--- src/rtl/swmm_pkg.sv ---
package swmm_pkg;

    localparam int MAX_WINDOW  = 1024;
    localparam int SAMPLE_BITS = 32;
    localparam int AGE_W       = $clog2(MAX_WINDOW + 1);
    localparam int CFG_W       = 11;
    localparam int SEEN_W      = 11;
    localparam int DATA_W      = 32;
    localparam int ADDR_W      = 2;

    localparam logic [SEEN_W-1:0] SEEN_LIMIT = {SEEN_W{1'b1}};
    localparam logic [CFG_W-1:0]  WIN_RESET  = CFG_W'(1);

    localparam logic [ADDR_W-1:0] WINDOW_SIZE_ADDR = ADDR_W'(0);

    typedef struct packed {
        logic                          valid;
        logic signed [SAMPLE_BITS-1:0] value;
        logic [AGE_W-1:0]              age;
    } entry_t;

    typedef struct packed {
        logic                          step;
        logic                          shift;
        logic                          clear;
        logic                          keep_max;
        logic signed [SAMPLE_BITS-1:0] sample;
    } ctrl_t;

endpackage

--- src/rtl/swmm_cell.sv ---
module swmm_cell import swmm_pkg::*; (
    input  logic   aclk,
    input  logic   aresetn,
    input  ctrl_t  ctrl,
    input  entry_t right_entry,
    input  logic   left_keep,
    output entry_t entry,
    output entry_t entry_next,
    output logic   keep
);

    logic                          valid_reg;
    logic                          valid_next;
    logic signed [SAMPLE_BITS-1:0] value_reg;
    logic signed [SAMPLE_BITS-1:0] value_next;
    logic [AGE_W-1:0]              age_reg;
    logic [AGE_W-1:0]              age_next;
    entry_t                        own;
    entry_t                        src;
    logic                          greater;
    logic                          less;

    always_comb begin
        own.valid = valid_reg;
        own.value = value_reg;
        own.age   = age_reg;
        src       = ctrl.shift ? right_entry : own;
        greater   = $signed(src.value) > $signed(ctrl.sample);
        less      = $signed(src.value) < $signed(ctrl.sample);
        keep      = !ctrl.clear && src.valid && (ctrl.keep_max ? greater : less);

        valid_next = valid_reg;
        value_next = value_reg;
        age_next   = age_reg;
        if (ctrl.step) begin
            // Entries still beating the new sample age by one; the first
            // losing entry takes the sample and everything behind it drops.
            if (keep) begin
                valid_next = 1'b1;
                value_next = src.value;
                age_next   = src.age + AGE_W'(1);
            end else if (left_keep) begin
                valid_next = 1'b1;
                value_next = ctrl.sample;
                age_next   = AGE_W'(1);
            end else begin
                valid_next = 1'b0;
                value_next = src.value;
                age_next   = src.age;
            end
        end else if (ctrl.shift) begin
            valid_next = src.valid;
            value_next = src.value;
            age_next   = src.age;
        end

        entry            = own;
        entry_next.valid = valid_next;
        entry_next.value = value_next;
        entry_next.age   = age_next;
    end

    always_ff @(posedge aclk) begin
        if (!aresetn) begin
            valid_reg <= 1'b0;
        end else begin
            valid_reg <= valid_next;
        end
    end

    always_ff @(posedge aclk) begin
        value_reg <= value_next;
        age_reg   <= age_next;
    end

endmodule
--- config.mk ---
export PLATFORM = sky130hd
export DESIGN_NAME = swmm_cell
export DESIGN_NICKNAME = d
export VERILOG_FILES = /design/src/rtl/swmm_pkg.sv /design/src/rtl/swmm_cell.sv
export SDC_FILE = /design/constraint.sdc
export NUM_CORES = 1
export LEC_CHECK = 0
export BUFFER_PORTS_ARGS = -buffer_cell sky130_fd_sc_hd__buf_2
export CORE_MARGIN = 2
export CORE_UTILIZATION = 35
export DETAILED_ROUTE_END_ITERATION = 16
export SYNTH_ARGS = -nofsm -noshare
export SYNTH_HDL_FRONTEND = slang
export SYNTH_SLANG_ARGS = --single-unit
--- constraint.sdc ---
create_clock -name aclk -period 5.7 [get_ports aclk]
set_input_delay 0.57 -clock aclk [delete_from_list [all_inputs] [get_ports aclk]]
set_output_delay 0.57 -clock aclk [all_outputs]
set_load 0.02 [all_outputs]
# Yosys cells after proc, flatten, opt, wreduce, memory -nomap -nowiden

Cells that the tools add are included.
W data, S select, Z words.

Add/subtract/negate cells: 1
Multiplexer cells: 14
$lt $le $gt $ge: 2
Reductions and logical operators: 3

Operator list:

| kind                    | number |
|---|---|
| $mux W32                | 4 |
| $mux W11                | 4 |
| $mux W44                | 1 |
| $gt A32 B32 Y1          | 1 |
| $lt A32 B32 Y1          | 1 |
| $add A11 B1 Y11 const B | 1 |
| $mux W1                 | 5 |
| $logic_and A1 B1 Y1     | 2 |
| $logic_not A1 Y1        | 1 |

Logic and storage cells: 23
Input port bits: 83
Register bits after elaboration: 44
Output and inout port bits: 89

# Depth between registers and ports, before layout

Word-level depth: 6
Depth in mapped cells: 15
Gate-level depth less buffers: 10

# Worst setup path before layout

OpenSTA, ideal clock, no wires.

Kind: input -> output
From: input ctrl[34] (netlist bit)
To: output entry_next[11] (netlist bit)
Data arrival time: 4103 ps
Path slack: 1027 ps
Path buffers: 4
Stages: 14
Path through: buf_2 -> buf_1 -> clkbuf_1 -> mux2_2 -> ha_1 -> nand4_1 -> or2_1 -> nor4_4 -> o31ai_2 -> a21oi_4 -> mux2i_4 -> buf_6 -> nor2_1 -> a21oi_1

RTL lines:

| what        | line           | text |
|---|---|---|
| from (decl) | swmm_cell.sv:4 | `input ctrl_t ctrl,` |
| to (decl)   | swmm_cell.sv:8 | `output entry_t entry_next,` |

==> metrics.md <==
| Metric | Value |
|---|---|
| Vias in the first global route | 2915 |
| Die ar. | 9959 um^2 |
| R2R setup slack | ~2.5 ns |
| Area grow syn2layout | 32.49% |
| Number of fill cells | roughly 860 |
| Cells after DPL | ~590 |
| R2r startpoint | value_reg[15] |
| Seq/Total Area, Yosys | roughly 27% |
| Syn_nets | 435 |
| Max reg flops | 32 |
| Worst hold endpoint | valid_reg |
| Worst vdd ir | about 0.12 mV |
| Resize count post-CTS | 0 |
| Critical path's top delay family | buffers and inverters |
| Initial core utilization | about 36% |
| Vias per inst | 4.953 |
| Outcome | finished clean |
| Critical Path RT | roughly 5.1 ns |
| Antenna violations before repair | 0 |
| Max Cap Violations | 0 |
| Insertion delay to the later sink of the worst-skew pair | around 0.30 ns |
| DIE WIDTH | between 90 and 100 um |
| Reg clk slew, reported paths | 0.08 ns |
| HP Start | aresetn |
| Final Instance Area | around 4300 um^2 |
| CP max stage delay | 0.68 ns |
| Core Footprint | between 8000 and 9000 um^2 |
| First-pass GRT wire length | 13170 um |
| Global route total overflow | 0 |
| FF-to-FF path depth | 10 |
| Post-route insts no fill | 595 |
| PwrDens | ~300 nW/um^2 |
| IO Pins | ~170 |
| Hold path depth | 3 |
| Number of DRC markers in iteration 0 | 36 |
| TritonCTS clock tree | done |
| Tcrit/Tclk final | slightly below 90% |
| Clk sinks | between 40 and 50 |
| First drt pass iteration count | 4 |
| Fmax | just over 0.2 GHz |
| CP endpoint kind | output port |
| Async SR Flop Fraction | 0% |
| Post-synth cell types | 41 |
| Worst path cell trace | buf_2 > mux2_2 > ha_1 > nand4_1 > nor4_2 > a21boi_1 > o31ai_2 > a21oi_4 > mux2i_4 > buf_4 > mux2_2 > buf_2 |
| Tot Pwr | between 1 and 1.5 mW |
| IO buf count | approximately 170 |
| Total Neg Setup Slack | 0 ns |
| RSZ-0062 raised after global routing | no |
| Final setup fails | 0 |
| GRT Overall Usage | approximately 16% |
| Syn Area/Cell | between 10 and 15 um^2 |
| Cell Area, Synth | 3212 um^2 |
| Hold-fix buffers at CTS | 0 |
| H-tree levels | 2 |
| Worst slew pin tran | 0.8961 ns |
| P_leak | around 2.3 nW |
| Post-DRT Antenna Nets | 0 |
| Critical path buffers and inverters | 3 |
| Syn Inst Count | between 300 and 400 |
| Setup crit start kind | input port |
| Slowest cell on crit path | buf_2 |
| Largest fanout on the critical path | 35 |
| Max_slew headroom | 40.26% |
| Tightest hold margin | roughly 0.50 ns |
| Setup Buffers After CTS | 0 |
| Share of post-route cells with drive strength above 1 | roughly 54% |
| Area of the multi-input gates | 2107 um^2 |
| Most used DFF post-synth | dfxtp_1 |
| Residual DRC | 0 |
| CTS Buf Count | 5 |
| Worst Path Arrival | about 4.4 ns |
| Dpl cell area | around 4100 um^2 |
| ANT cells | 0 |
| Die height | between 90 and 100 um |
| Min-Delay Path Class | input port to register |
| Crit Path Category | input port to output port |
| Post-synthesis register bit count | 44 |
| NumNets Final | between 600 and 700 |
| Worst Skew | 0.005785 ns |
| DP Wirelength | 6865 um |
| CTS max path bufs | 2 |
| Root Driver | clkbuf_8 |
| Largest net degree at the start of global routing | 36 |
| WL/cell | 14.02 um |
| Cell Rows | 34 |
| Reg-to-reg critical path endpoint | value_reg[2] |
| Tmin final | 4.934 ns |
| Post-synth EDFFs | 0 |
| Final Wtd Congestion | 0.7536 |
| Final wirelength | 8343 um |
| Warnings, synthesis | 0 |
| Sequential cell area | slightly below 900 um^2 |
| DR vias | 2947 |
| Hold Vio Cnt, Final | 0 |
| Fin. max-slew vios | 0 |
-- layer usage --
metal  GRT usage [%]  vias to the layer above  share of wire (%)
met1           19.41                     1354                 42
li1                -                     1473                  -
met3           4.457                        4                8.9
met4           3.161                        0               0.55
met2           28.95                      116                 49
met5               0                        -                  0
-- worst max-delay path by stage --
stage	depth (start not counted)	slack, ns	endpoint	from
2_1_floorplan	14	1.03	entry_next[11]	ctrl[34]
3_3_place_gp	12	0.76	entry_next[12]	ctrl[34]
3_5_place_dp	12	0.72	entry_next[13]	ctrl[34]
4_1_cts	12	0.72	entry_next[13]	ctrl[34]
5_1_grt	12	0.53	entry_next[13]	ctrl[34]
6_report	12	0.77	entry_next[13]	ctrl[34]
-- layout make-up --
type | instances | share of cell area, %
timing repair buffer | 174 | 20.64
multi-input combinational | 227 | 49.51
clock buffer | 7 | 2.264
clock inverter | 1 | 0.7057
tap | 108 | 3.176
inverter | 34 | 2.999
sequential | 44 | 20.70
-- cells in the mapped netlist (4+ instances only) --
library cell / count / share of area [%]
a21oi_1: 18 / 2.8
buf_6: 4 / 1.4
clkbuf_1: 4 / 0.47
dfxtp_1: 44 / 27
ha_1: 33 / 13
inv_1: 34 / 4.0
mux2_2: 36 / 13
mux2_4: 29 / 14
mux2i_1: 11 / 3.4
nand2_1: 19 / 2.2
nand3_1: 7 / 1.1
nand4_1: 12 / 2.3
nor2_1: 18 / 2.1
nor3_1: 4 / 0.62
o211ai_2: 9 / 3.5
-- placed cells by master (no fill, tap or decap), types with 2 or more instances in the layout --
master,Yosys,routed
a21o_1,3,3
a21oi_1,18,18
buf_2,2,171
buf_4,3,3
clkbuf_8,0,7
dfxtp_1,44,44
ha_1,33,33
inv_1,34,34
mux2_2,36,36
mux2_4,29,29
mux2i_1,11,11
nand2_1,19,19
nand3_1,7,7
nand4_1,12,12
nor2_1,18,18
nor2b_1,3,3
nor3_1,4,4
nor3b_1,2,2
o211ai_2,9,9
o21a_1,2,2
o21ai_0,3,3
-- cell families after synthesis --
group | Yosys count | share of synthesized area (%)
adders and majority gates | 33 | 12.86
muxes | 77 | 30.31
and+or+nand+nor | 72 | 11.53
AOI/OAI and AO/OA | 45 | 10.91
buffers and inverters | 48 | 6.973
DFF | 44 | 27.42
-- through the flow --
stage	worst slack (ns)	util (%)
after floorplan	1.027	-
after global routing	0.5274	48.32
final	0.7662	48.32
after global placement	0.7557	46.89
after detailed placement	0.7194	46.89
after CTS	0.7193	48.32
-- power breakdown --
group          total [mW]  switching [mW]  internal, mW
logic               0.633           0.366         0.267
registers           0.394          0.0256         0.368
clock network       0.266           0.111         0.155
total                1.29           0.503         0.790
-- tightest hold or removal path: cells and delay by family --
kind            cells  cell delay, ns
compound gates      1            0.04
buf+inv             2            0.15
Note: power is estimated with default switching activity, not from simulation.
